--- src/hdl/assert_macros.svh ---
// assertion macros shared by the hsv to rgb rtl
// no dependencies; empty bodies when SYNTHESIS is defined
`ifndef ASSERT_MACROS_SVH
`define ASSERT_MACROS_SVH
`ifndef SYNTHESIS
`define ASSERT_AT(lbl, clk, rst, prop, msg) \
  lbl: assert property (@(posedge clk) disable iff (rst) prop) else $error(msg);
`define ASSERT_NEVER(lbl, clk, rst, cond, msg) \
  lbl: assert property (@(posedge clk) disable iff (rst) !(cond)) else $error(msg);
`else
`define ASSERT_AT(lbl, clk, rst, prop, msg)
`define ASSERT_NEVER(lbl, clk, rst, cond, msg)
`endif
`endif

--- src/hdl/hsv2rgb_pkg.sv ---
// shared types and constants for the hsv to rgb converter
// no dependencies
`default_nettype none
package hsv2rgb_pkg;

  localparam int unsigned CHAN_W = 16;
  localparam int unsigned FRAC_W = 16;
  localparam logic [CHAN_W-1:0] ONE_Q15 = 16'd32768;

  typedef enum logic [2:0] {
    SEC_RED_YELLOW   = 3'd0,
    SEC_YELLOW_GREEN = 3'd1,
    SEC_GREEN_CYAN   = 3'd2,
    SEC_CYAN_BLUE    = 3'd3,
    SEC_BLUE_MAGENTA = 3'd4,
    SEC_MAGENTA_RED  = 3'd5
  } sector_t;

endpackage
`default_nettype wire

--- src/hdl/hsv2rgb_ifs.sv ---
// valid/ready stream interfaces carrying one hsv pixel and one rgb pixel
// depends on hsv2rgb_pkg
`default_nettype none
interface hsv2rgb_hsv_if import hsv2rgb_pkg::*; ();
  logic              valid;
  logic              ready;
  logic [CHAN_W-1:0] hue;
  logic [CHAN_W-1:0] saturation;
  logic [CHAN_W-1:0] brightness;

  modport source (output valid, output hue, output saturation, output brightness, input ready);
  modport sink (input valid, input hue, input saturation, input brightness, output ready);
endinterface

interface hsv2rgb_rgb_if import hsv2rgb_pkg::*; ();
  logic              valid;
  logic              ready;
  logic [CHAN_W-1:0] red;
  logic [CHAN_W-1:0] green;
  logic [CHAN_W-1:0] blue;

  modport source (output valid, output red, output green, output blue, input ready);
  modport sink (input valid, input red, input green, input blue, output ready);
endinterface
`default_nettype wire

--- src/hdl/hsv_to_rgb_converter.sv ---
// hsv to rgb pixel converter, four register stages
// depends on hsv2rgb_pkg, hsv2rgb_ifs and assert_macros.svh
// output valid: an input transfer sets v1 and moves on through v2 and v3 to v4, one register per stage
// throughput: one pixel per cycle while rgb.ready is high; each stage moves when the stage after it is free
// reset: synchronous rst clears all stage valid bits; payload registers are not reset
`default_nettype none
`include "assert_macros.svh"
module hsv_to_rgb_converter import hsv2rgb_pkg::*; (
  input  wire logic         clk,
  input  wire logic         rst,
  hsv2rgb_hsv_if.sink       hsv,
  hsv2rgb_rgb_if.source     rgb
);

  logic v1, v2, v3, v4;
  logic en1, en2, en3, en4;

  // stage 1: clamp, sector and fraction
  logic [CHAN_W-1:0]   s1_sat, s1_val;
  logic [FRAC_W-1:0]   s1_frac;
  sector_t             s1_sec;
  logic [FRAC_W+2:0]   h6;
  logic [CHAN_W-1:0]   sat_clamp, val_clamp;

  // stage 2: s*f, s*(1-f), p
  logic [CHAN_W-1:0]   s2_sf, s2_snf, s2_p, s2_val;
  sector_t             s2_sec;
  logic [2*CHAN_W-1:0] sf_prod, p_prod;
  logic [2*CHAN_W-1:0] snf_prod;
  logic [FRAC_W:0]     frac_rest;

  // stage 3: q, t
  logic [CHAN_W-1:0]   s3_q, s3_t, s3_p, s3_val;
  sector_t             s3_sec;
  logic [2*CHAN_W-1:0] q_prod, t_prod;

  // stage 4: routed output
  logic [CHAN_W-1:0]   red, green, blue;
  logic [CHAN_W-1:0]   red_next, green_next, blue_next;

  assign en4 = !v4 || rgb.ready;
  assign en3 = !v3 || en4;
  assign en2 = !v2 || en3;
  assign en1 = !v1 || en2;
  assign hsv.ready = en1;

  always_ff @(posedge clk) begin
    if (rst) begin
      v1 <= 1'b0;
      v2 <= 1'b0;
      v3 <= 1'b0;
      v4 <= 1'b0;
    end else begin
      if (en1) v1 <= hsv.valid;
      if (en2) v2 <= v1;
      if (en3) v3 <= v2;
      if (en4) v4 <= v3;
    end
  end

  always_comb begin
    sat_clamp = (hsv.saturation > ONE_Q15) ? ONE_Q15 : hsv.saturation;
    val_clamp = (hsv.brightness > ONE_Q15) ? ONE_Q15 : hsv.brightness;
    h6 = {1'b0, hsv.hue, 2'b00} + {2'b00, hsv.hue, 1'b0};
  end

  always_ff @(posedge clk) begin
    if (en1) begin
      s1_sat  <= sat_clamp;
      s1_val  <= val_clamp;
      s1_frac <= h6[FRAC_W-1:0];
      s1_sec  <= sector_t'(h6[FRAC_W+2:FRAC_W]);
    end
  end

  always_comb begin
    frac_rest = {1'b1, {FRAC_W{1'b0}}} - {1'b0, s1_frac};
    sf_prod   = (2*CHAN_W)'(s1_sat) * (2*CHAN_W)'(s1_frac);
    snf_prod  = (2*CHAN_W)'(s1_sat) * (2*CHAN_W)'(frac_rest);
    p_prod    = (2*CHAN_W)'(s1_val) * (2*CHAN_W)'(ONE_Q15 - s1_sat);
  end

  always_ff @(posedge clk) begin
    if (en2) begin
      s2_sf  <= sf_prod[2*CHAN_W-1:FRAC_W];
      s2_snf <= snf_prod[2*CHAN_W-1:FRAC_W];
      s2_p   <= p_prod[2*CHAN_W-2:CHAN_W-1];
      s2_val <= s1_val;
      s2_sec <= s1_sec;
    end
  end

  always_comb begin
    q_prod = (2*CHAN_W)'(s2_val) * (2*CHAN_W)'(ONE_Q15 - s2_sf);
    t_prod = (2*CHAN_W)'(s2_val) * (2*CHAN_W)'(ONE_Q15 - s2_snf);
  end

  always_ff @(posedge clk) begin
    if (en3) begin
      s3_q   <= q_prod[2*CHAN_W-2:CHAN_W-1];
      s3_t   <= t_prod[2*CHAN_W-2:CHAN_W-1];
      s3_p   <= s2_p;
      s3_val <= s2_val;
      s3_sec <= s2_sec;
    end
  end

  // zero saturation falls out as p = q = t = v
  always_comb begin
    unique case (s3_sec)
      SEC_RED_YELLOW: begin
        red_next = s3_val; green_next = s3_t; blue_next = s3_p;
      end
      SEC_YELLOW_GREEN: begin
        red_next = s3_q; green_next = s3_val; blue_next = s3_p;
      end
      SEC_GREEN_CYAN: begin
        red_next = s3_p; green_next = s3_val; blue_next = s3_t;
      end
      SEC_CYAN_BLUE: begin
        red_next = s3_p; green_next = s3_q; blue_next = s3_val;
      end
      SEC_BLUE_MAGENTA: begin
        red_next = s3_t; green_next = s3_p; blue_next = s3_val;
      end
      default: begin
        red_next = s3_val; green_next = s3_p; blue_next = s3_q;
      end
    endcase
  end

  always_ff @(posedge clk) begin
    if (en4) begin
      red   <= red_next;
      green <= green_next;
      blue  <= blue_next;
    end
  end

  assign rgb.valid = v4;
  assign rgb.red   = red;
  assign rgb.green = green;
  assign rgb.blue  = blue;

  `ASSERT_AT(a_in_xfer_fills_s1, clk, rst, (hsv.valid && hsv.ready) |=> v1, "input transfer lost")
  `ASSERT_AT(a_s3_held_on_stall, clk, rst, (v3 && !en3) |=> v3, "stage 3 item dropped on stall")
  `ASSERT_NEVER(a_s1_clamped, clk, rst, v1 && (s1_sat > ONE_Q15 || s1_val > ONE_Q15), "clamp failed")
  `ASSERT_NEVER(a_s1_sector_range, clk, rst, v1 && s1_sec > SEC_MAGENTA_RED, "sector out of range")
  `ASSERT_NEVER(a_out_range, clk, rst, v4 && (red > ONE_Q15 || green > ONE_Q15 || blue > ONE_Q15),
                "output above one")

endmodule
`default_nettype wire
--- src/flat_wrapper.sv ---
// flat-port wrapper written by rule: the top's interface ports become plain ports
module hsv_to_rgb_converter_flat import hsv2rgb_pkg::*;
  (clk, rst, hsv_valid, hsv_hue, hsv_saturation, hsv_brightness, hsv_ready, rgb_valid, rgb_red, rgb_green, rgb_blue, rgb_ready);
  hsv2rgb_hsv_if hsv_i ();
  hsv2rgb_rgb_if rgb_i ();
  input  wire logic clk;
  input  wire logic rst;
  input wire logic [$bits(hsv_i.valid)-1:0] hsv_valid;
  input wire logic [$bits(hsv_i.hue)-1:0] hsv_hue;
  input wire logic [$bits(hsv_i.saturation)-1:0] hsv_saturation;
  input wire logic [$bits(hsv_i.brightness)-1:0] hsv_brightness;
  output wire logic [$bits(hsv_i.ready)-1:0] hsv_ready;
  output wire logic [$bits(rgb_i.valid)-1:0] rgb_valid;
  output wire logic [$bits(rgb_i.red)-1:0] rgb_red;
  output wire logic [$bits(rgb_i.green)-1:0] rgb_green;
  output wire logic [$bits(rgb_i.blue)-1:0] rgb_blue;
  input wire logic [$bits(rgb_i.ready)-1:0] rgb_ready;
  assign hsv_i.valid = hsv_valid;
  assign hsv_i.hue = hsv_hue;
  assign hsv_i.saturation = hsv_saturation;
  assign hsv_i.brightness = hsv_brightness;
  assign hsv_ready = hsv_i.ready;
  assign rgb_valid = rgb_i.valid;
  assign rgb_red = rgb_i.red;
  assign rgb_green = rgb_i.green;
  assign rgb_blue = rgb_i.blue;
  assign rgb_i.ready = rgb_ready;
  hsv_to_rgb_converter u_core (.clk(clk), .rst(rst), .hsv(hsv_i), .rgb(rgb_i));
endmodule
--- config.mk ---
export PLATFORM = sky130hd
export DESIGN_NAME = hsv_to_rgb_converter_flat
export DESIGN_NICKNAME = d
export VERILOG_FILES = /design/src/hdl/hsv2rgb_pkg.sv /design/src/hdl/hsv2rgb_ifs.sv /design/src/hdl/hsv_to_rgb_converter.sv /design/src/flat_wrapper.sv
export VERILOG_INCLUDE_DIRS = /design/src /design/src/hdl
export SDC_FILE = /design/constraint.sdc
export NUM_CORES = 2
export LEC_CHECK = 0
export BUFFER_PORTS_ARGS = -buffer_cell sky130_fd_sc_hd__buf_2
export CELL_PAD_IN_SITES_DETAIL_PLACEMENT = 0
export CELL_PAD_IN_SITES_GLOBAL_PLACEMENT = 1
export CORE_ASPECT_RATIO = 1.75
export CORE_MARGIN = 2
export CORE_UTILIZATION = 57
export CTS_BUF_LIST = sky130_fd_sc_hd__clkbuf_4 sky130_fd_sc_hd__clkbuf_8 sky130_fd_sc_hd__clkbuf_16
export DETAILED_ROUTE_END_ITERATION = 8
export PLACE_DENSITY_LB_ADDON = 0.1
export RECOVER_POWER = 50
export SLEW_MARGIN = 25
export SYNTH_ARGS = -nofsm -noshare
export SYNTH_HDL_FRONTEND = slang
export SYNTH_SLANG_ARGS = --single-unit
--- constraint.sdc ---
create_clock -name clk -period 21.1 [get_ports clk]
set_input_delay 0 -clock clk [delete_from_list [all_inputs] [get_ports clk]]
set_output_delay 0 -clock clk [all_outputs]
set_load 0.01 [all_outputs]
==> metrics.md <==
| Metric | Value |
|---|---|
| Number of global-route vias before repair | `42.2k` |
| Startpoint types | `flip-flop` |
| Drt initial violations | `1802` |
| RSZ-0062 raised after global routing | `false` |
| Failing checks | `capacitance limit, slew limit` |
| Crit path time final | `8.69 ns` |
| Post-Synthesis Cells | `5616` |
| H-tree depth | `1` |
| Period utilization | `41.2%` |
| CP Class | `reg -> reg` |
| Antenna Nets Post-Route | `0` |
| Max Freq | `115 MHz` |
| CP arrival | `9.04 ns` |
| ANT cells | `0` |
| Nets | `7259` |
| Finished Layout Cells | `6872` |
| Area grow syn2layout | `6.12%` |
| Sequential area share after synthesis | `13.1%` |
| Setup Viol. Count Final | `0` |
| # fillers | `8279` |
| Place WS | `12.45 ns` |
| Yosys cell types | `71` |
| Die width | `236 µm` |
| DRC Markers | `0` |
| Worst Setup End Kind | `flip-flop` |
| Root Driver | `clkbuf_16` |
| Post-CTS Hold Buffers | `72` |
| GRT Overall Usage | `30.3%` |
| Synthesis-stage register bit count | `236` |
| Worst-path maximum fanout | `10` |
| Setup Buffers After CTS | `0` |
| Top cell type's share of synthesized area | `43.1%` |
| Syn Nets | `7229` |
| CTS tree | `built` |
| Clock transition at path regs | `0.07 ns` |
| GRT overflow | `0` |
| Yosys warns | `0` |
| Core area | `93800 µm²` |
| Wire length per cell | `20.4 µm` |
| # port buffers | `101` |
| Clk buf depth | `3` |
| Number of cell rows | `149` |
| Initial antenna violation count | `1` |
| Via density | `5.51` |
| Synth async-reset ratio | `0%` |
| Cts repair resizes | `0` |
| WP data required | `21.45 ns` |
| Hold/Removal Path Class | `in -> reg` |
| Routed via count | `37.8k` |
| Hold WS | `0.0470 ns` |
| Die footprint | `96800 µm²` |
| Post-synth EDFFs | `232` |
| Worst-skew pair later-pin latency | `0.60 ns` |
| Clock sink count | `236` |
| Final GP Congestion | `0.873` |
| Initial Util | `57.3%` |
| Maxcap violations | `15` |
| Slack of the critical path | `12.41 ns` |
| Leading area contributor after synthesis | `fa_1` |
| Final Skew | `0.0278 ns` |
| Detailed-placement wirelength estimate | `108 mm` |
| Total CTS buffers | `25` |
| Hold Vio Cnt, Final | `0` |
| Chip Height | `410 µm` |
| Cell Area, Synth | `53700 µm²` |
| Synth Area per Inst | `9.57 µm²` |
| Worst slew margin | `-160%` |
| IO Pins | `102` |
| Global-route wire length before repair | `225 mm` |
| Top FF cell, synth | `edfxtp_1` |
| Slew @ Worst Pin | `3.91 ns` |
| Top post-synthesis cells by area | `fa_1, edfxtp_1, ha_1, inv_1, and2_1` |
| Slew Viols, Final | `652` |
| Outcome | `finished, violations left` |
| Largest net degree at the start of global routing | `85` |
| Drt first pass iters | `8` |
| Ratio of cells with drive above 1 in the final layout | `4.31%` |
| Final WL | `140 mm` |
| DP Cell Count | `6755` |
| Setup TNS Final | `0 ns` |
worst max-delay path, stage by stage (launching register included):
cell	delay, ns
edfxtp_1	0.46
or4_4	0.59
or4_4	0.46
o31ai_1	0.59
and2_1	0.45
nand2_1	0.13
fa_1	0.59
fa_1	0.54
inv_1	0.05
fa_1	0.49
inv_1	0.06
fa_1	0.52
inv_1	0.05
fa_1	0.47
inv_1	0.05
fa_1	0.47
inv_1	0.04
ha_1	0.26
o21a_1	0.18
o211ai_1	0.20
o21ai_0	0.29
a21oi_1	0.42
a21oi_1	0.21
a2111oi_0	0.59
o21bai_1	0.14
xnor2_1	0.14
metal layers:
metal / global-route usage, % / routed length [µm]
met1: 33.3 / 49400
met2: 58.4 / 78100
met3: 1.73 / 4370
met4: 15.4 / 8550
met5: 0 / 0
metrics by stage:
step	util (%)	area [µm²]
3_5_place_dp	59.3	55600
4_1_cts	60.9	57100
3_3_place_gp	59.3	55600
6_report	60.8	57000
2_1_floorplan	-	53700
5_1_grt	60.8	57000
path summary, 6_finish.rpt:
check                                   from                           end  slack [ns]  cells past startpoint
hold reg to reg    u_core.s2_p[11]$_DFFE_PP_     u_core.s3_p[11]$_DFFE_PP_        0.43                      0
hold / removal                   hsv_hue[10]  u_core.s1_frac[12]$_DFFE_PP_        0.05                      4
setup / recovery  u_core.s2_snf[2]$_DFFE_PP_     u_core.s3_t[15]$_DFFE_PP_       12.41                     25
setup reg to reg  u_core.s2_snf[2]$_DFFE_PP_     u_core.s3_t[15]$_DFFE_PP_       12.41                     25
cell families after synthesis:
family | share of synthesized area (%)
muxes | 1.57
AOI/OAI and AO/OA | 3.84
DFF | 13.1
xor gates and xnor gates | 3.08
adders and majority gates | 52.5
and+or+nand+nor | 14.7
buffers and inverters | 11.1
cell usage after synthesis, types with 6 or more instances:
| cell | instances |
|---|---|
| o21bai_1 | 11 |
| nand2b_1 | 10 |
| ha_1 | 405 |
| and3_1 | 20 |
| nor2b_1 | 59 |
| fa_1 | 1156 |
| nor3_1 | 35 |
| o21a_1 | 16 |
| inv_1 | 1330 |
| and2_1 | 513 |
| nand3_1 | 19 |
| or4_1 | 6 |
| a21oi_1 | 110 |
| xnor2_1 | 132 |
| o31ai_1 | 7 |
| nand2_1 | 808 |
| a21o_1 | 27 |
| mux2i_1 | 44 |
| o22ai_1 | 20 |
| nand4_1 | 10 |
| mux2_2 | 36 |
| o21ai_0 | 40 |
| nor2_1 | 113 |
| edfxtp_1 | 232 |
| nor4_1 | 21 |
| buf_1 | 15 |
| xor2_1 | 52 |
| a211oi_1 | 40 |
| clkbuf_1 | 246 |
| or2_2 | 6 |
layout by cell type, fill, tap and decap left out, drive strengths merged, types with 11 or more instances in the layout:
cell type       n
a211oi         40
a21o           27
a21oi         110
and2          513
and3           20
buf           124
clkbuf         97
dlygate4sd3    72
edfxtp        232
fa           1156
ha            405
inv          1336
mux2           36
mux2i          44
nand2         810
nand3          19
nor2          114
nor2b          59
nor3           35
nor4           21
o21a           16
o21ai          41
o21bai         11
o22ai          20
xnor2         134
xor2           52
cell type report:
type	instances	area (µm²)	share of cell area [%]
Inverter	1331	5000	8.76
Clock inverter	18	164	0.287
Clock buffer	27	641	1.12
Multi-Input combinational cell	3786	40900	71.7
Timing Repair Buffer	266	1800	3.15
Tap cell	1208	1510	2.65
Sequential cell	236	7050	12.4
Power is left out: the tool's default activity adds up to more than one toggle a clock period on the data nets, which glitch-free logic cannot reach.
